`config.mk`:
```
export PLATFORM = sky130hd
export DESIGN_NAME = serial_loaded_bank_mapper
export DESIGN_NICKNAME = d
export VERILOG_FILES = /design/src/rtl/slbm_pkg.sv /design/src/rtl/serial_loaded_bank_mapper.sv /design/src/rtl/slbm_serial_regs.sv /design/src/rtl/slbm_xlate.sv /design/src/rtl/slbm_out_buf.sv
export SDC_FILE = /design/constraint.sdc
export NUM_CORES = 1
export LEC_CHECK = 0
export ABC_AREA = 1
export ABC_CLOCK_PERIOD_IN_PS = 4200
export BUFFER_PORTS_ARGS = -buffer_cell sky130_fd_sc_hd__buf_2
export CORE_MARGIN = 4
export CORE_UTILIZATION = 27
export DETAILED_ROUTE_END_ITERATION = 12
export GPL_TIMING_DRIVEN = 0
export PLACE_DENSITY = 0.47
export REMOVE_ABC_BUFFERS = 1
export SYNTH_ARGS = -nofsm -noshare
export SYNTH_HDL_FRONTEND = slang
export SYNTH_SLANG_ARGS = --single-unit
```
`constraint.sdc`:
```
create_clock -name clk -period 4.2 [get_ports clk]
set_clock_uncertainty 0.1 [all_clocks]
set_input_delay 0.63 -clock clk [delete_from_list [all_inputs] [get_ports clk]]
set_output_delay 0.63 -clock clk [all_outputs]
set_load 0.02 [all_outputs]
```
`src/rtl/slbm_pkg.sv`:
```
// Shared types and constants for the serial-loaded bank mapper.
`timescale 1ns / 1ps

package slbm_pkg;

  // Bus access kinds
  localparam logic [1:0] ACT_CPU_RD = 2'd0;
  localparam logic [1:0] ACT_CPU_WR = 2'd1;
  localparam logic [1:0] ACT_PPU_RD = 2'd2;
  localparam logic [1:0] ACT_PPU_WR = 2'd3;

  // Configuration register indexes
  localparam int unsigned CFG_IDX_W = 2;
  localparam logic [CFG_IDX_W-1:0] CFG_PRG_COUNT = 2'd0;
  localparam logic [CFG_IDX_W-1:0] CFG_CHR_COUNT = 2'd1;

  localparam logic [4:0] PRG_COUNT_RST = 5'd16;
  localparam logic [4:0] CHR_COUNT_RST = 5'd0;
  localparam logic [4:0] CONTROL_RST   = 5'h1C;

  typedef enum logic [1:0] {
    MIRROR_ONE_LO = 2'd0,
    MIRROR_ONE_HI = 2'd1,
    MIRROR_VERT   = 2'd2,
    MIRROR_HORIZ  = 2'd3
  } mirror_t;

  typedef enum logic [2:0] {
    TGT_NONE    = 3'd0,
    TGT_PRG_RAM = 3'd1,
    TGT_PRG_ROM = 3'd2,
    TGT_CHR_ROM = 3'd3,
    TGT_CHR_RAM = 3'd4,
    TGT_REG     = 3'd5
  } target_t;

  // Committed bank registers, as seen by the address translation
  typedef struct packed {
    logic [4:0] control;
    logic [4:0] chr_lo;
    logic [4:0] chr_hi;
    logic [4:0] prg_sel;
  } bank_state_t;

  // One result beat
  typedef struct packed {
    logic        claimed;
    target_t     target;
    logic [17:0] mem_addr;
    logic        write_enable;
    logic [7:0]  write_data;
    logic [1:0]  mirror_mode;
  } result_t;

endpackage

```
`src/rtl/serial_loaded_bank_mapper.sv`:
```
// The result of an accepted bus access beat is registered in the result register, or in the skid entry under stall.
// Throughput: one access per cycle while in_ready is high; mapping and loader update finish in the accepting cycle.
// A result register plus one skid entry absorb one beat under stall; in_ready is low
// while the skid entry is full.
// Reset (rst_n low, synchronous): loader cleared, control 0x1C, banks 0, mirror
// horizontal, PRG bank count 16, CHR bank count 0 (CHR RAM), no beats buffered.
`timescale 1ns / 1ps

module serial_loaded_bank_mapper (
  input  logic        clk,
  input  logic        rst_n,
  input  logic        in_valid,
  output logic        in_ready,
  input  logic [1:0]  in_action,
  input  logic [15:0] in_bus_addr,
  input  logic [7:0]  in_bus_data,
  output logic        out_valid,
  input  logic        out_ready,
  output logic        out_claimed,
  output logic [2:0]  out_target,
  output logic [17:0] out_mem_addr,
  output logic        out_write_enable,
  output logic [7:0]  out_write_data,
  output logic [1:0]  out_mirror_mode,
  input  logic        cfg_valid,
  output logic        cfg_ready,
  input  logic [1:0]  cfg_index,
  input  logic [4:0]  cfg_data
);

  logic                  accept;
  logic                  reg_wr;
  logic [4:0]            prg_count_r;
  logic [4:0]            chr_count_r;
  logic [1:0]            mirror_nxt;
  slbm_pkg::bank_state_t bank_state;
  slbm_pkg::result_t     res;
  slbm_pkg::result_t     out_data;

  assign cfg_ready = 1'b1;

  always_ff @(posedge clk) begin
    if (!rst_n) begin
      prg_count_r <= slbm_pkg::PRG_COUNT_RST;
      chr_count_r <= slbm_pkg::CHR_COUNT_RST;
    end else if (cfg_valid) begin
      if (cfg_index == slbm_pkg::CFG_PRG_COUNT) prg_count_r <= cfg_data;
      else if (cfg_index == slbm_pkg::CFG_CHR_COUNT) chr_count_r <= cfg_data;
    end
  end

  assign accept = in_valid && in_ready;
  assign reg_wr = accept && (in_action == slbm_pkg::ACT_CPU_WR) && in_bus_addr[15];

  slbm_serial_regs u_regs (
    .clk        (clk),
    .rst_n      (rst_n),
    .wr_en      (reg_wr),
    .wr_sel     (in_bus_addr[14:13]),
    .wr_data    (in_bus_data),
    .state      (bank_state),
    .mirror_nxt (mirror_nxt)
  );

  slbm_xlate u_xlate (
    .action    (in_action),
    .bus_addr  (in_bus_addr),
    .bus_data  (in_bus_data),
    .state     (bank_state),
    .prg_count (prg_count_r),
    .chr_count (chr_count_r),
    .mirror    (mirror_nxt),
    .res       (res)
  );

  slbm_out_buf u_out (
    .clk       (clk),
    .rst_n     (rst_n),
    .push      (accept),
    .push_data (res),
    .can_push  (in_ready),
    .out_valid (out_valid),
    .out_ready (out_ready),
    .out_data  (out_data)
  );

  assign out_claimed      = out_data.claimed;
  assign out_target       = out_data.target;
  assign out_mem_addr     = out_data.mem_addr;
  assign out_write_enable = out_data.write_enable;
  assign out_write_data   = out_data.write_data;
  assign out_mirror_mode  = out_data.mirror_mode;

`ifndef SYNTH
  a_unclaimed_zero: assert property (@(posedge clk) disable iff (!rst_n)
    out_valid && !out_claimed |-> out_target == slbm_pkg::TGT_NONE &&
      out_mem_addr == 18'd0 && !out_write_enable)
    else $error("unclaimed beat carries a target or address");

  a_store_target: assert property (@(posedge clk) disable iff (!rst_n)
    out_valid && out_write_enable |-> out_target == slbm_pkg::TGT_PRG_RAM ||
      out_target == slbm_pkg::TGT_CHR_RAM)
    else $error("store enabled for a read-only target");
`endif

endmodule

```
`src/rtl/slbm_serial_regs.sv`:
```
// Serial load shift register and committed bank/control registers.
`timescale 1ns / 1ps

module slbm_serial_regs (
  input  logic                 clk,
  input  logic                 rst_n,
  input  logic                 wr_en,
  input  logic [1:0]           wr_sel,
  input  logic [7:0]           wr_data,
  output slbm_pkg::bank_state_t state,
  output logic [1:0]           mirror_nxt
);

  localparam logic [1:0] SEL_CONTROL = 2'd0;
  localparam logic [1:0] SEL_CHR_LO  = 2'd1;
  localparam logic [1:0] SEL_CHR_HI  = 2'd2;
  localparam logic [1:0] SEL_PRG     = 2'd3;
  localparam logic [2:0] LAST_BIT    = 3'd4;

  logic [4:0] shift_r, shift_nxt;
  logic [2:0] count_r, count_nxt;
  logic [4:0] control_r, control_nxt;
  logic [4:0] chr_lo_r, chr_lo_nxt;
  logic [4:0] chr_hi_r, chr_hi_nxt;
  logic [4:0] prg_r, prg_nxt;
  logic [1:0] mirror_r;
  logic [4:0] shifted;

  assign shifted = {wr_data[0], shift_r[4:1]};

  always_comb begin
    shift_nxt   = shift_r;
    count_nxt   = count_r;
    control_nxt = control_r;
    chr_lo_nxt  = chr_lo_r;
    chr_hi_nxt  = chr_hi_r;
    prg_nxt     = prg_r;
    mirror_nxt  = mirror_r;
    if (wr_en) begin
      if (wr_data[7]) begin
        // bit 7 clears the loader and forces fixed-last-bank PRG mode
        shift_nxt   = '0;
        count_nxt   = '0;
        control_nxt = control_r | 5'h0C;
      end else if (count_r >= LAST_BIT) begin
        shift_nxt = '0;
        count_nxt = '0;
        case (wr_sel)
          SEL_CONTROL: begin
            control_nxt = shifted;
            mirror_nxt  = shifted[1:0];
          end
          SEL_CHR_LO: chr_lo_nxt = shifted;
          SEL_CHR_HI: chr_hi_nxt = shifted;
          SEL_PRG:    prg_nxt    = shifted;
          default:    prg_nxt    = prg_r;
        endcase
      end else begin
        shift_nxt = shifted;
        count_nxt = count_r + 3'd1;
      end
    end
  end

  always_ff @(posedge clk) begin
    if (!rst_n) begin
      shift_r   <= '0;
      count_r   <= '0;
      control_r <= slbm_pkg::CONTROL_RST;
      chr_lo_r  <= '0;
      chr_hi_r  <= '0;
      prg_r     <= '0;
      mirror_r  <= slbm_pkg::MIRROR_HORIZ;
    end else begin
      shift_r   <= shift_nxt;
      count_r   <= count_nxt;
      control_r <= control_nxt;
      chr_lo_r  <= chr_lo_nxt;
      chr_hi_r  <= chr_hi_nxt;
      prg_r     <= prg_nxt;
      mirror_r  <= mirror_nxt;
    end
  end

  assign state.control = control_r;
  assign state.chr_lo  = chr_lo_r;
  assign state.chr_hi  = chr_hi_r;
  assign state.prg_sel = prg_r;

`ifndef SYNTH
  a_count_range: assert property (@(posedge clk) disable iff (!rst_n)
    count_r <= LAST_BIT)
    else $error("serial load count out of range");

  a_bit7_reset: assert property (@(posedge clk) disable iff (!rst_n)
    wr_en && wr_data[7] |=> count_r == 3'd0 && control_r[3:2] == 2'b11)
    else $error("bit 7 write did not reset the loader");

  a_fifth_commit: assert property (@(posedge clk) disable iff (!rst_n)
    wr_en && !wr_data[7] && count_r == LAST_BIT |=> count_r == 3'd0 && shift_r == 5'd0)
    else $error("fifth bit did not clear the loader");
`endif

endmodule

```
`src/rtl/slbm_xlate.sv`:
```
// Access decode and PRG/CHR bank address translation.
`timescale 1ns / 1ps

module slbm_xlate (
  input  logic [1:0]            action,
  input  logic [15:0]           bus_addr,
  input  logic [7:0]            bus_data,
  input  slbm_pkg::bank_state_t state,
  input  logic [4:0]            prg_count,
  input  logic [4:0]            chr_count,
  input  logic [1:0]            mirror,
  output slbm_pkg::result_t     res
);

  logic [4:0]  prg_n;
  logic [3:0]  prg_mask;
  logic [3:0]  prg_page;
  logic [17:0] prg_addr;
  logic [4:0]  chr_n;
  logic [4:0]  chr_mask;
  logic [4:0]  chr_page;
  logic [17:0] chr_addr;
  logic        is_cpu;

  // bank counts: PRG zero counts as one, both clamp at sixteen
  assign prg_n    = (prg_count == 5'd0) ? 5'd1 : ((prg_count > 5'd16) ? 5'd16 : prg_count);
  assign prg_mask = 4'(prg_n - 5'd1);
  assign chr_n    = (chr_count > 5'd16) ? 5'd16 : chr_count;
  // sixteen banks wrap to an all-ones mask
  assign chr_mask = {chr_n[3:0], 1'b0} - 5'd1;

  always_comb begin
    case (state.control[3:2])
      2'd0, 2'd1: prg_page = {state.prg_sel[3:1], bus_addr[14]};
      2'd2:       prg_page = bus_addr[14] ? state.prg_sel[3:0] : 4'd0;
      2'd3:       prg_page = bus_addr[14] ? prg_mask : state.prg_sel[3:0];
      default:    prg_page = 4'd0;
    endcase
  end

  assign prg_addr = {prg_page & prg_mask, bus_addr[13:0]};

  always_comb begin
    if (!state.control[4]) chr_page = {state.chr_lo[4:1], bus_addr[12]};
    else chr_page = bus_addr[12] ? state.chr_hi : state.chr_lo;
  end

  assign chr_addr = {1'b0, chr_page & chr_mask, bus_addr[11:0]};
  assign is_cpu   = (action == slbm_pkg::ACT_CPU_RD) || (action == slbm_pkg::ACT_CPU_WR);

  always_comb begin
    res              = '0;
    res.target       = slbm_pkg::TGT_NONE;
    res.mirror_mode  = mirror;
    if (is_cpu) begin
      if (bus_addr[15:13] == 3'b011) begin
        res.claimed      = 1'b1;
        res.target       = slbm_pkg::TGT_PRG_RAM;
        res.mem_addr     = {5'd0, bus_addr[12:0]};
        res.write_enable = (action == slbm_pkg::ACT_CPU_WR);
      end else if (bus_addr[15]) begin
        res.claimed = 1'b1;
        if (action == slbm_pkg::ACT_CPU_RD) begin
          res.target   = slbm_pkg::TGT_PRG_ROM;
          res.mem_addr = prg_addr;
        end else begin
          res.target = slbm_pkg::TGT_REG;
        end
      end
    end else if (bus_addr[15:13] == 3'b000) begin
      if (chr_n == 5'd0) begin
        res.claimed      = 1'b1;
        res.target       = slbm_pkg::TGT_CHR_RAM;
        res.mem_addr     = {5'd0, bus_addr[12:0]};
        res.write_enable = (action == slbm_pkg::ACT_PPU_WR);
      end else if (action == slbm_pkg::ACT_PPU_RD) begin
        res.claimed  = 1'b1;
        res.target   = slbm_pkg::TGT_CHR_ROM;
        res.mem_addr = chr_addr;
      end
    end
    res.write_data = res.write_enable ? bus_data : 8'd0;
  end

endmodule

```
`src/rtl/slbm_out_buf.sv`:
```
// Result register with a skid stage so input can be taken while output stalls.
`timescale 1ns / 1ps

module slbm_out_buf (
  input  logic               clk,
  input  logic               rst_n,
  input  logic               push,
  input  slbm_pkg::result_t  push_data,
  output logic               can_push,
  output logic               out_valid,
  input  logic               out_ready,
  output slbm_pkg::result_t  out_data
);

  logic              out_valid_r, out_valid_nxt;
  logic              skid_valid_r, skid_valid_nxt;
  slbm_pkg::result_t out_r, out_nxt;
  slbm_pkg::result_t skid_r, skid_nxt;
  logic              pop;

  assign pop      = out_valid_r && out_ready;
  assign can_push = !skid_valid_r;

  always_comb begin
    out_valid_nxt  = out_valid_r;
    skid_valid_nxt = skid_valid_r;
    out_nxt        = out_r;
    skid_nxt       = skid_r;
    if (skid_valid_r) begin
      if (pop) begin
        out_nxt        = skid_r;
        skid_valid_nxt = 1'b0;
      end
    end else if (push) begin
      if (!out_valid_r || pop) begin
        out_nxt       = push_data;
        out_valid_nxt = 1'b1;
      end else begin
        skid_nxt       = push_data;
        skid_valid_nxt = 1'b1;
      end
    end else if (pop) begin
      out_valid_nxt = 1'b0;
    end
  end

  always_ff @(posedge clk) begin
    if (!rst_n) begin
      out_valid_r  <= 1'b0;
      skid_valid_r <= 1'b0;
    end else begin
      out_valid_r  <= out_valid_nxt;
      skid_valid_r <= skid_valid_nxt;
    end
    out_r  <= out_nxt;
    skid_r <= skid_nxt;
  end

  assign out_valid = out_valid_r;
  assign out_data  = out_r;

`ifndef SYNTH
  a_skid_behind_out: assert property (@(posedge clk) disable iff (!rst_n)
    skid_valid_r |-> out_valid_r)
    else $error("skid holds a beat while output register is empty");

  a_no_push_when_full: assert property (@(posedge clk) disable iff (!rst_n)
    skid_valid_r && !out_ready |=> skid_valid_r && out_valid_r)
    else $error("buffered beat lost under stall");
`endif

endmodule

```
==> results of run 1 <==
cell usage after synthesis (all sizes together), types with 3 or more instances:
library cell  instances  area (um^2)
a21oi                33        168.9
a31oi                 4        25.02
buf                  10        86.32
clkbuf                6        22.52
dfxtp                38        760.7
edfxtp               66         1982
ha                    3        37.54
inv                  63        241.5
nand2               123        501.7
nand3                41        240.2
nand4                 3        18.77
nor2                 61        300.3
o211ai                5        37.54
o21ai                41        224.0
kinds of logic after synthesis:
family / after synthesis / synth area share, %
AND/OR/NAND/NOR: 234 / 23.43
flip-flops: 104 / 57.65
AO/OA/AOI/OAI: 88 / 10.31
XOR/XNOR: 1 / 0.1841
adder cells (fa/ha/maj): 3 / 0.7891
buffers and inverters: 80 / 7.548
other: 1 / 0.07883
flip-flops by register name, summed over array words and instances, names as in the netlist:
name and cells:
u_out.out_data 33, u_out.skid_r 33, chr_count_r 5, prg_count_r 5, u_regs.chr_hi_r 5, u_regs.chr_lo_r 5
u_regs.prg_r 4, u_regs.shift_r 4, u_regs.control_r 3, u_regs.count_r 3, u_regs.mirror_r 2, u_out.out_valid 1
u_out.skid_valid_r 1
where the power goes:
part	internal [mW]	total, mW	switching, mW
sequential	1.13	1.14	0.0164
combinational	0.0668	0.221	0.154
clock	0.457	0.813	0.356
per-stage QoR:
step / instances / setup WS, ns / cell area, um^2
after floorplan: 495 / 1.082 / 4648
after global placement: 792 / -0.01044 / 5290
after detailed placement: 792 / 0.7723 / 5298
after CTS: 807 / 0.7729 / 5577
after global routing: 808 / 0.3165 / 5592
final: 808 / 0.6849 / 5592
final timing paths:
check                           from                to  slack [ns]
hold reg to reg      u_regs.prg_r[2]   u_regs.prg_r[2]        0.36
hold / removal       u_regs.prg_r[2]   u_regs.prg_r[2]        0.36
setup reg to reg  u_out.skid_valid_r  u_out.skid_r[20]        0.68
setup / recovery  u_out.skid_valid_r  u_out.skid_r[20]        0.68
metal layers:
layer	wire [um]	part of all wire (%)	vias up	global-route usage [%]
met3	628	6.0	15	2.680
met4	206	2.0	2	4.793
met5	11	0.10	-	0
li1	-	-	1829	-
met1	4812	46	1597	13.45
met2	4828	46	83	17.72
layout make-up:
| cell class | instances | area, um^2 | share of cell area, % |
|---|---|---|---|
| Sequential cell | 104 | 2743 | 49.05 |
| Multi-Input combinational cell | 327 | 1663 | 29.74 |
| Timing Repair Buffer | 73 | 375.4 | 6.713 |
| Tap cell | 225 | 281.5 | 5.035 |
| Inverter | 64 | 250.2 | 4.475 |
| Clock buffer | 11 | 232.7 | 4.162 |
| Clock inverter | 4 | 46.29 | 0.8279 |
worst min-delay path, cell delays in order (launching register included):
cell	delay, ns
dfxtp_1	0.30
inv_1	0.06
a21oi_1	0.05
==> results list, run 1 <==
- Slew of the pin with the lowest slew margin: 1.293 ns
- Max Freq: 0.2845 GHz
- After clock tree synthesis, the clock-pin slew on the worst setup and hold paths is 0.06 ns.
- In this run the power density over the cells is 389.5 nW/um^2.
- Max-cap violations: 0
- Post-synthesis instance area: 4757 um^2
- Dividing the final minimum period by the clock period gives 83.69%.
* Vias per Instance: 4.364
- Number of antenna violations at the first check in global routing: 1
* Critical-path cell list: clkinv_4, nand2_4, inv_1, nand2_1, clkinv_1, buf_8
* Share of async-settable or async-resettable flops after synthesis: 0%
- The floorplan has 48 rows.
- Setup TNS: 0 ns
* Via Count: 3526
* Global-route wire length before repair: 17.08 mm
- Counting flops with a built-in enable in the synthesized netlist gives 66.
- CTS buffer count: 9
- For this block, the routed nets add up to 10.49 mm of wire.
* Final HPWL from detailed placement: 7.589 mm
- The tree is rooted in a clkbuf_16.
- Antenna Diode Count: 0
- The critical path crosses 6 cells after its start point.
- Relative slew slack: 13.66%
* Synthesis-to-finish area growth: 17.54%
- Fill cells in the final layout number 1830.
- Most used cells in the layout excluding fill and tap cells: nand2_1, buf_2, edfxtp_1
- Setup Crit Path Kind: register to register
- Total leakage power: 2.407 nW
* Global-route total usage across every layer: 10.79%
- Synthesis handed over a netlist of 511 instances.
- For this run, design rule violations remaining after detail routing come to 0.
- During I/O placement, the number of pins put on the boundary was 74.
- Fin. max-slew vios: 0
- Delay of the slowest cell on the worst path: 1.18 ns
- The first TritonRoute pass finished after 4 iterations.
* Count of final setup violators: 0
* Minimum clock period: 3.515 ns
- For this design, the sink count on the clock tree is 104.
- Commonest non-fill, non-tap cell in the layout: nand2_1
* Initial Utilization: 27.50%
- The longest clock path from root to sink contains 2 buffers.
* PostCTS Resize Cnt: 0
- STA classifies the critical path startpoint as a register.
- The die is 140.7 um tall.
- Yosys synthesis warning count: 0
- The slowest stage of the critical path belongs to the cell dfxtp_1.
* Total gr overflow: 0
* Number of global-route vias before repair: 3428
- In the final layout, the share of cells above drive strength 1 is 22.64%.
- Share of the core filled with cells: 32.33%
- At the end of routability-driven placement, the weighted congestion stood at 0.7561.
* CTS HTree Levels: 3
* HP Class: register to register
- A synthesized cell averages 9.309 um^2.
- Total die area: 19810 um^2
- Final total power: 2.178 mW
* Hold buffer count at cts: 0
- Family with the most delay on the worst path: buffers and inverters
- Unrepaired setup endpoints after global routing: false
- Number of failing hold endpoints at the final stage: 0
- Dividing the detail-routed wire length by the instance count gives 12.98 um.
- CP Data Arrival Time: 3.51 ns
- The flow ran to the end, and the final reports show no timing, DRC or antenna violations.
* Post-CTS Repair Setup Buffers: 0
- For this block, the initial DRC count from the detailed router was 224.
* Buffering stage count on the worst path with inverters included: 4
- Synth Flop Type: edfxtp_1
- The count of nets left with antenna violations once routing finished came out at 0.
* Cell depth of the worst min-delay path: 2
- Clk_lat worst skew: 0.34 ns
- Number of buffer cells added on primary ports: 72
* CP endpoint kind: register
* Flip-flop and latch count after synthesis: 104
* Worst-path fanout max: 37
- VDD sags by at most 0.0001952 V.
- Required time of the critical path: 4.20 ns
- After synthesis, the netlist uses 39 different library cells.
* Core area: 17300 um^2
- The worst register-to-register path has a depth of 6.
* Total number of nets in the final design: 620
- Hold is met by 0.3556 ns.
* Sequential area share after synthesis: 57.65%
- Largest net degree at the start of global routing: 38
- TritonCTS built the clock tree.
* Overall die width: 140.7 um
No activity file was read; power rests on OpenSTA's default activity.
==> inputs of run 2 (changes only) <==
--- a/config.mk
+++ b/config.mk
@@ -6,7 +6,7 @@
 export NUM_CORES = 1
 export LEC_CHECK = 0
 export ABC_AREA = 1
-export ABC_CLOCK_PERIOD_IN_PS = 4200
+export ABC_CLOCK_PERIOD_IN_PS = 3500
 export BUFFER_PORTS_ARGS = -buffer_cell sky130_fd_sc_hd__buf_2
 export CORE_MARGIN = 4
 export CORE_UTILIZATION = 27
==> constraint.sdc (replaced) <==
create_clock -name clk -period 3.5 [get_ports clk]
set_clock_uncertainty 0.1 [all_clocks]
set_input_delay 0.525 -clock clk [delete_from_list [all_inputs] [get_ports clk]]
set_output_delay 0.525 -clock clk [all_outputs]
set_load 0.02 [all_outputs]
==> results list, run 2 (synthesis gave the netlist of run 1 again) <==
* DRC violation count after routing: 0 (unchanged)
* Cell internal pwr: 1.981 mW (+20%)
- The weighted congestion at the end of routability-driven global placement came to 0.7561 (unchanged).
* PostCTS Resize Cnt: 0 (unchanged)
- Final total power: 2.615 mW (+20%)
* Via Count: 3521 (-0.14%)
- Fill cells: 1834 (+0.22%)
- Share of the cycle needed by the critical path after routing: 84.53% (+0.84 points)
- The net switching power is 633.3 uW (+20%).
- The number of nets in the finished design is 620 (unchanged).
- The global routing usage summed across all routing layers came to 10.79% (unchanged).
- Number of failing hold endpoints at the final stage: 0 (unchanged)
* Overall die width: 140.7 um (unchanged)
- The footprint of the multi-input gates was 1663 um^2 (unchanged).
- Critical-path cell list: clkinv_4, nand2_4, inv_1, nand2_1, clkinv_1, buf_8
* Worst Hold Endpoint: chr_count_r[1]
- Minimum clock period: 2.959 ns (-0.5565 ns)
- TritonCTS built the clock tree.
- HP Class: input port to register
* Die Ht: 140.7 um (unchanged)
* Layout cell share with drive strength beyond 1: 22.81% (+0.17 points)
* I/O pin count: 74 (unchanged)
* Unrepaired setup endpoints after global routing: false
- Antenna-violating nets left: 0 (unchanged)
* Global-route wire length before repair: 17.08 mm (unchanged)
- The highest layer touched by signal routing is met5.
- Clk_lat worst skew: 0.34 ns (about the same)
* Power share of the combinational group: 10.2% (about the same)
- The run finished with clean final reports.
* Highest-delay cell along the critical path: dfxtp_2
- The area of the core is 17300 um^2 (unchanged).
- The worst setup path is of the register to register kind.
- The number of clock buffers inserted by TritonCTS came to 9 (unchanged).
- Post-placement cell count: 792 (unchanged)
- Buffer depth of the longest clock path: 2 (unchanged)
- CTS HTree Levels: 3 (unchanged)
- The static leakage power came to 2.407 nW (about the same).
- Routed met2 length: 4.857 mm (+0.60%)
- The worst register-to-register path begins at u_out.skid_valid_r.
* P per Cell Area: 467.5 nW/um^2 (+20%)
- Power share of the sequential group: 52.5% (about the same)
- The post-route non-filler standard cell count came to 808 (unchanged).
- Clock tree root driver cell: clkbuf_16
* CP Data Arrival Time: 2.96 ns (-0.55 ns)
- Relative slew slack: 36.31% (+23 points)
* Clock-pin transition on the worst setup and hold timing paths: 0.07 ns (about the same)
* Routed length on met1: 4.833 mm (+0.44%)
- The delay of the slowest critical-path stage is 0.78 ns (-0.40 ns).
* Depth of the most critical reg-to-reg path: 6 (unchanged)
- The relative area change from synthesis to final layout was 17.57% (about the same).
- CTS sink cnt: 104 (unchanged)
* Post-CTS Repair Setup Buffers: 0 (unchanged)
- The met3 wire length is 605 um (-3.7%).
- The library cell used most frequently in the layout, excluding fill and tap cells, is nand2_1.
- The worst supply voltage drop on vdd was 0.0002343 V (+20%).
- In this run the most critical hold path is launched from cfg_data[1].
- The initial standard-cell utilization of the core was 27.50% (unchanged).
- The worst-case register-to-register setup slack was 0.54 ns (-0.14 ns).
- The number of buffers added on ports came to 72 (unchanged).
- STA classifies the critical path startpoint as a register.
* End of the worst register-to-register path: u_out.skid_r[20]
* Max-cap violations: 0 (unchanged)
* Final HPWL from detailed placement: 7.589 mm (unchanged)
- Setup TNS: 0 ns (unchanged)
- Proportion of total power due to net switching: 24.22% (+0.040 points)
- The largest fanout on the critical path is 37 (unchanged).
- Antenna Diode Count: 0 (unchanged)
- The sequential cell area is 2744 um^2 (about the same).
- The power share of the clock group is 37.3% (about the same).
* Max Freq: 0.3380 GHz (+19%)
* Routed Wire Length: 10.51 mm (+0.26%)
- Worst hold slack: 0.3260 ns (-0.02967 ns)
- Num rows: 48 (unchanged)
* Required time of the critical path: 3.50 ns (-0.70 ns)
- The first-pass detailed-route iteration total is 4 (unchanged).
- The via count of the first global-routing pass came to 3428 (unchanged).
- The worst setup path is captured at a register.
* Count of final setup violators: 0 (unchanged)
- Number of antenna violations at the first check in global routing: 1 (unchanged)
- The maximum number of pins on one net before global-route repair came to 38 (unchanged).
- Wire per inst: 13.01 um (+0.26%)
- Most used cells in the layout excluding fill and tap cells: nand2_1, buf_2, edfxtp_1
* Initial drt markers: 224 (unchanged)
- The number of pins with negative max-slew slack in the final report was 0 (unchanged).
* Total gr overflow: 0 (unchanged)
* Slew of the pin with the lowest slew margin: 0.9531 ns (-0.3402 ns)
* Hold buffer count at cts: 0 (unchanged)
- Cell depth of the worst min-delay path: 3 (+1)
- Total die area: 19810 um^2 (unchanged)
* Vias per Instance: 4.358 (-0.14%)
==> run 2: cell counts in the layout (fill, tap and decap cells not counted) <==
No cell type changed its count.
==> run 2: worst max-delay path: cells and delay by family, from the launching register on <==
kind	cells	cell delay (ns)
AND/OR/NAND/NOR	2	0.30
flip-flops	1	0.78
buffers and inverters	4	1.52
==> run 2: through the flow <==
| step | setup WS (ns) | utilization [%] | area, um^2 |
|---|---|---|---|
| 2_1_floorplan | 0.3819 | - | 4648 |
| 3_3_place_gp | -0.7104 | 30.58 | 5290 |
| 3_5_place_dp | 0.07225 | 30.63 | 5298 |
| 4_1_cts | 0.07295 | 32.24 | 5577 |
| 5_1_grt | 0.2729 | 32.34 | 5593 |
| 6_report | 0.5414 | 32.34 | 5593 |
==> run 2: how the worst max path moves through the flow <==
| stage | endpoint | cells past startpoint | from | slack, ns |
|---|---|---|---|---|
| floorplan | u_out.out_data[0] | 5 | u_out.skid_valid_r | 0.38 |
| global placement | u_out.out_data[26] | 5 | u_out.skid_valid_r | -0.71 |
| detailed placement | u_out.skid_r[27] | 5 | u_out.skid_valid_r | 0.07 |
| CTS | u_out.skid_r[28] | 5 | u_out.skid_valid_r | 0.07 |
| global route | u_out.skid_r[22] | 6 | u_out.skid_valid_r | 0.27 |
| finish | u_out.skid_r[20] | 6 | u_out.skid_valid_r | 0.54 |
==> run 2: power by group through the flow <==
stage          Clock (mW)  Sequential [mW]  Combinational (mW)
3_5_place_dp            0             1.40               0.268
4_1_cts              1.01             1.37               0.269
3_3_place_gp            0             1.40               0.262
5_1_grt              1.06             1.38               0.296
2_1_floorplan           0             1.44               0.125
6_report            0.976             1.37               0.266
==> run 2: metal layers <==
metal | track usage (%) | up-vias
met5 | 0 | -
met4 | 4.793 | 2
met3 | 2.680 | 15
met2 | 17.72 | 79
met1 | 13.45 | 1596
li1 | - | 1829
==> run 2: area by class of cell <==
class,count,area share [%]
Clock buffer,11,4.161
Tap cell,225,5.034
Sequential cell,104,49.06
Multi-Input combinational cell,327,29.73
Inverter,64,4.474
Timing Repair Buffer,73,6.711
Clock inverter,4,0.8277
==> inputs of run 3 (changes only) <==
--- a/config.mk
+++ b/config.mk
@@ -6,13 +6,13 @@
 export NUM_CORES = 1
 export LEC_CHECK = 0
 export ABC_AREA = 1
-export ABC_CLOCK_PERIOD_IN_PS = 3500
+export ABC_CLOCK_PERIOD_IN_PS = 2600
 export BUFFER_PORTS_ARGS = -buffer_cell sky130_fd_sc_hd__buf_2
 export CORE_MARGIN = 4
 export CORE_UTILIZATION = 27
 export DETAILED_ROUTE_END_ITERATION = 12
 export GPL_TIMING_DRIVEN = 0
-export PLACE_DENSITY = 0.47
+export PLACE_DENSITY = 0.49
 export REMOVE_ABC_BUFFERS = 1
 export SYNTH_ARGS = -nofsm -noshare
 export SYNTH_HDL_FRONTEND = slang
==> constraint.sdc (replaced) <==
create_clock -name clk -period 2.6 [get_ports clk]
set_clock_uncertainty 0.1 [all_clocks]
set_input_delay 0.39 -clock clk [delete_from_list [all_inputs] [get_ports clk]]
set_output_delay 0.39 -clock clk [all_outputs]
set_load 0.02 [all_outputs]
==> results list, run 3 (synthesis gave the netlist of run 1 again) <==
- Critical-path cell list: clkinv_4, nand2_4, inv_1, nand2_1, clkinvlp_4
- Last weighted congestion value of the routability-driven placer: 0.7761 (+2.6%)
- The final setup violation count was 0 (unchanged).
- Family with the most delay on the worst path: buffers and inverters
* Critical path startpoint category: register
* Total gr overflow: 0 (unchanged)
- The required arrival time at the worst endpoint came to 2.50 ns (-1.00 ns).
* Wire per inst: 12.80 um (-1.6%)
- STA classifies the critical path endpoint as a register.
- Largest net degree at the start of global routing: 38 (unchanged)
* Share of the cycle needed by the critical path after routing: 89.84% (+5.3 points)
- Setup TNS: 0 ns (unchanged)
* TritonCTS clock tree: built
- Cell internal pwr: 2.681 mW (+35%)
- CP Data Arrival Time: 2.23 ns (-0.73 ns)
- The floorplan row count came to 48 (unchanged).
- Relative to the synthesized area, the layout overhead comes to 18.52%.
- The detailed-route wire length was 10.38 mm (-1.2%).
- Met3 Wirelength: 517 um (-15%)
- The first-pass detailed-route iteration total came to 4 (unchanged).
- The worst supply voltage drop on vdd was 0.0002801 V (+20%).
- Total number of nets in the final design: 622 (+0.32%)
- The number of diodes is 0 (unchanged).
- Minimum clock period: 2.336 ns (-0.6227 ns)
- Antenna-violating nets left: 0 (unchanged)
* Hold buffer count at cts: 0 (unchanged)
* Power share of the sequential group: 52.3% (-0.2 points)
* Global-route wire length before repair: 17.26 mm (+1.0%)
- Switching power summed over all nets: 852.7 uW (+35%)
* Commonest non-fill, non-tap cell in the layout: nand2_1
* Most used cells in the layout excluding fill and tap cells: nand2_1, buf_2, edfxtp_1
- Clock network fraction of design power: 37.4% (about the same)
- Setup repair after global routing left no endpoint under its margin.
* Worst-path fanout max: 37 (unchanged)
- The register clock-pin slew on the reported worst setup and hold paths is 0.07 ns (about the same).
* CTS buffer count: 9 (unchanged)
* Fill cells: 1817 (-0.93%)
* CTS sink cnt: 104 (unchanged)
- The post-route non-filler standard cell count is 811 (+0.37%).
- The die height came to 140.7 um (unchanged).
- The H-tree level count came to 3 (unchanged).
* Buffer depth of the longest clock path: 2 (unchanged)
- Power share of the combinational group: 10.3% (about the same)
- The global routing usage summed across all routing layers came to 10.81% (+0.021 points).
- Fin. max-slew vios: 0 (unchanged)
- The routed length on met1 was 4.854 mm (+0.43%).
* Routed met2 length: 4.756 mm (-2.1%)
* Slew of the pin with the lowest slew margin: 0.5102 ns (-0.4429 ns)
- Highest-delay cell along the critical path: dfxtp_4
- Vias per Instance: 4.349 (-0.20%)
* I/O pin count: 74 (unchanged)
- The switching share of total power is 24.13% (-0.092 points).
- The count of maximum capacitance violations is 0 (unchanged).
- The sum of buffers and inverters on the critical path was 3 (-1).
- The static leakage power came to 2.425 nW (+0.73%).
* Max Freq: 0.4281 GHz (+27%)
- Post-placement cell count: 793 (+0.13%)
- The critical path is of the register to register type.
- DRC violation count after routing: 0 (unchanged)
- The total power density per cell area is 626.8 nW/um^2 (+34%).
* Number of antenna violations at the first check in global routing: 0 (-1)
- Delay of the slowest cell on the worst path: 0.58 ns (-0.20 ns)
* Final total power: 3.534 mW (+35%)
* Initial drt markers: 162 (-28%)
* HP Class: input port to register
- The number of failing hold endpoints at the final stage is 0 (unchanged).
* Initial Utilization: 27.50% (unchanged)
- Via Count: 3527 (+0.17%)
- Core area: 17300 um^2 (unchanged)
- Number of global-route vias before repair: 3489 (+1.8%)
* Result of the run: finished clean
* Total die area: 19810 um^2 (unchanged)
- Clock tree root driver cell: clkbuf_16
* Layout cell share with drive strength beyond 1: 23.21% (+0.40 points)
- The worst slew margin relative to its limit was 65.99% (+30 points).
* Final HPWL from detailed placement: 7.408 mm (-2.4%)
- The number of buffers added on ports came to 72 (unchanged).
- Uppermost layer routed: met4
- The final core utilization is 32.60% (+0.26 points).
- Clk_lat worst skew: 0.34 ns (about the same)
- The width of the chip is 140.7 um (unchanged).
-- run 3: changes by cell type in the layout (fill, tap and decap cells not counted) --
cell and delta:
buf_12 +2, clkinv_1 -2, buf_8 -1, clkbuf_1 +1
clkinv_2 -1, clkinv_4 +1, clkinvlp_4 +1, dfxtp_2 -1
dfxtp_4 +1, inv_1 +1, inv_4 +1
-- run 3: final timing paths --
kind	depth (start not counted)	slack (ns)	from	end
worst max-delay path	5	0.26	u_out.skid_valid_r	u_out.skid_r[11]
worst min-delay path	3	0.19	cfg_data[1]	chr_count_r[1]
worst max register to register	5	0.26	u_out.skid_valid_r	u_out.skid_r[11]
worst min register to register	2	0.35	u_regs.chr_lo_r[4]	u_regs.chr_lo_r[4]
-- run 3: timing repair --
item                                    in CTS  in global routing
cloned                                       1                  0
endpoints found under the setup margin      98                 10
hold endpoints to repair                     0                  0
buffers inserted                             0                  1
gates resized for setup                      4                  0
-- run 3: tightest hold or removal path, delay by kind of cell --
kind                   cells  cell delay (ns)
and+or+nand+nor            2             0.12
buffers and inverters      1             0.09
-- run 3: final cells by class --
type / instances / area [um^2] / area share (%)
clock buffer: 12 / 236.5 / 4.194
clock inverter: 4 / 48.80 / 0.8655
inverter: 64 / 254.0 / 4.505
multi-input combinational: 327 / 1663 / 29.49
sequential: 104 / 2746 / 48.71
tap: 225 / 281.5 / 4.993
timing repair buffer: 74 / 400.4 / 7.102
timing repair inverter: 1 / 7.507 / 0.1332
-- run 3: metal layers --
metal,up-vias,GRT usage [%]
li1,1826,-
met1,1597,13.60
met2,86,17.67
met3,18,2.612
met4,0,4.793
met5,-,0
-- run 3: power groups by stage --
stage          registers [mW]  logic [mW]  clock network, mW
6_report                 1.85       0.364               1.32
5_1_grt                  1.85       0.406               1.45
4_1_cts                  1.85       0.368               1.38
3_5_place_dp             1.89       0.366                  0
3_3_place_gp             1.89       0.354                  0
2_1_floorplan            1.93       0.168                  0
-- run 3: stage by stage --
stage	worst slack (ns)	instance area, um^2	hold WS [ns]
floorplan	-0.5181	4648	0.3195
global placement	-1.666	5290	0.3392
detailed placement	-0.8568	5318	0.3464
CTS	0.1261	5618	0.1748
global route	0.05404	5638	0.2097
finish	0.2641	5638	0.1934
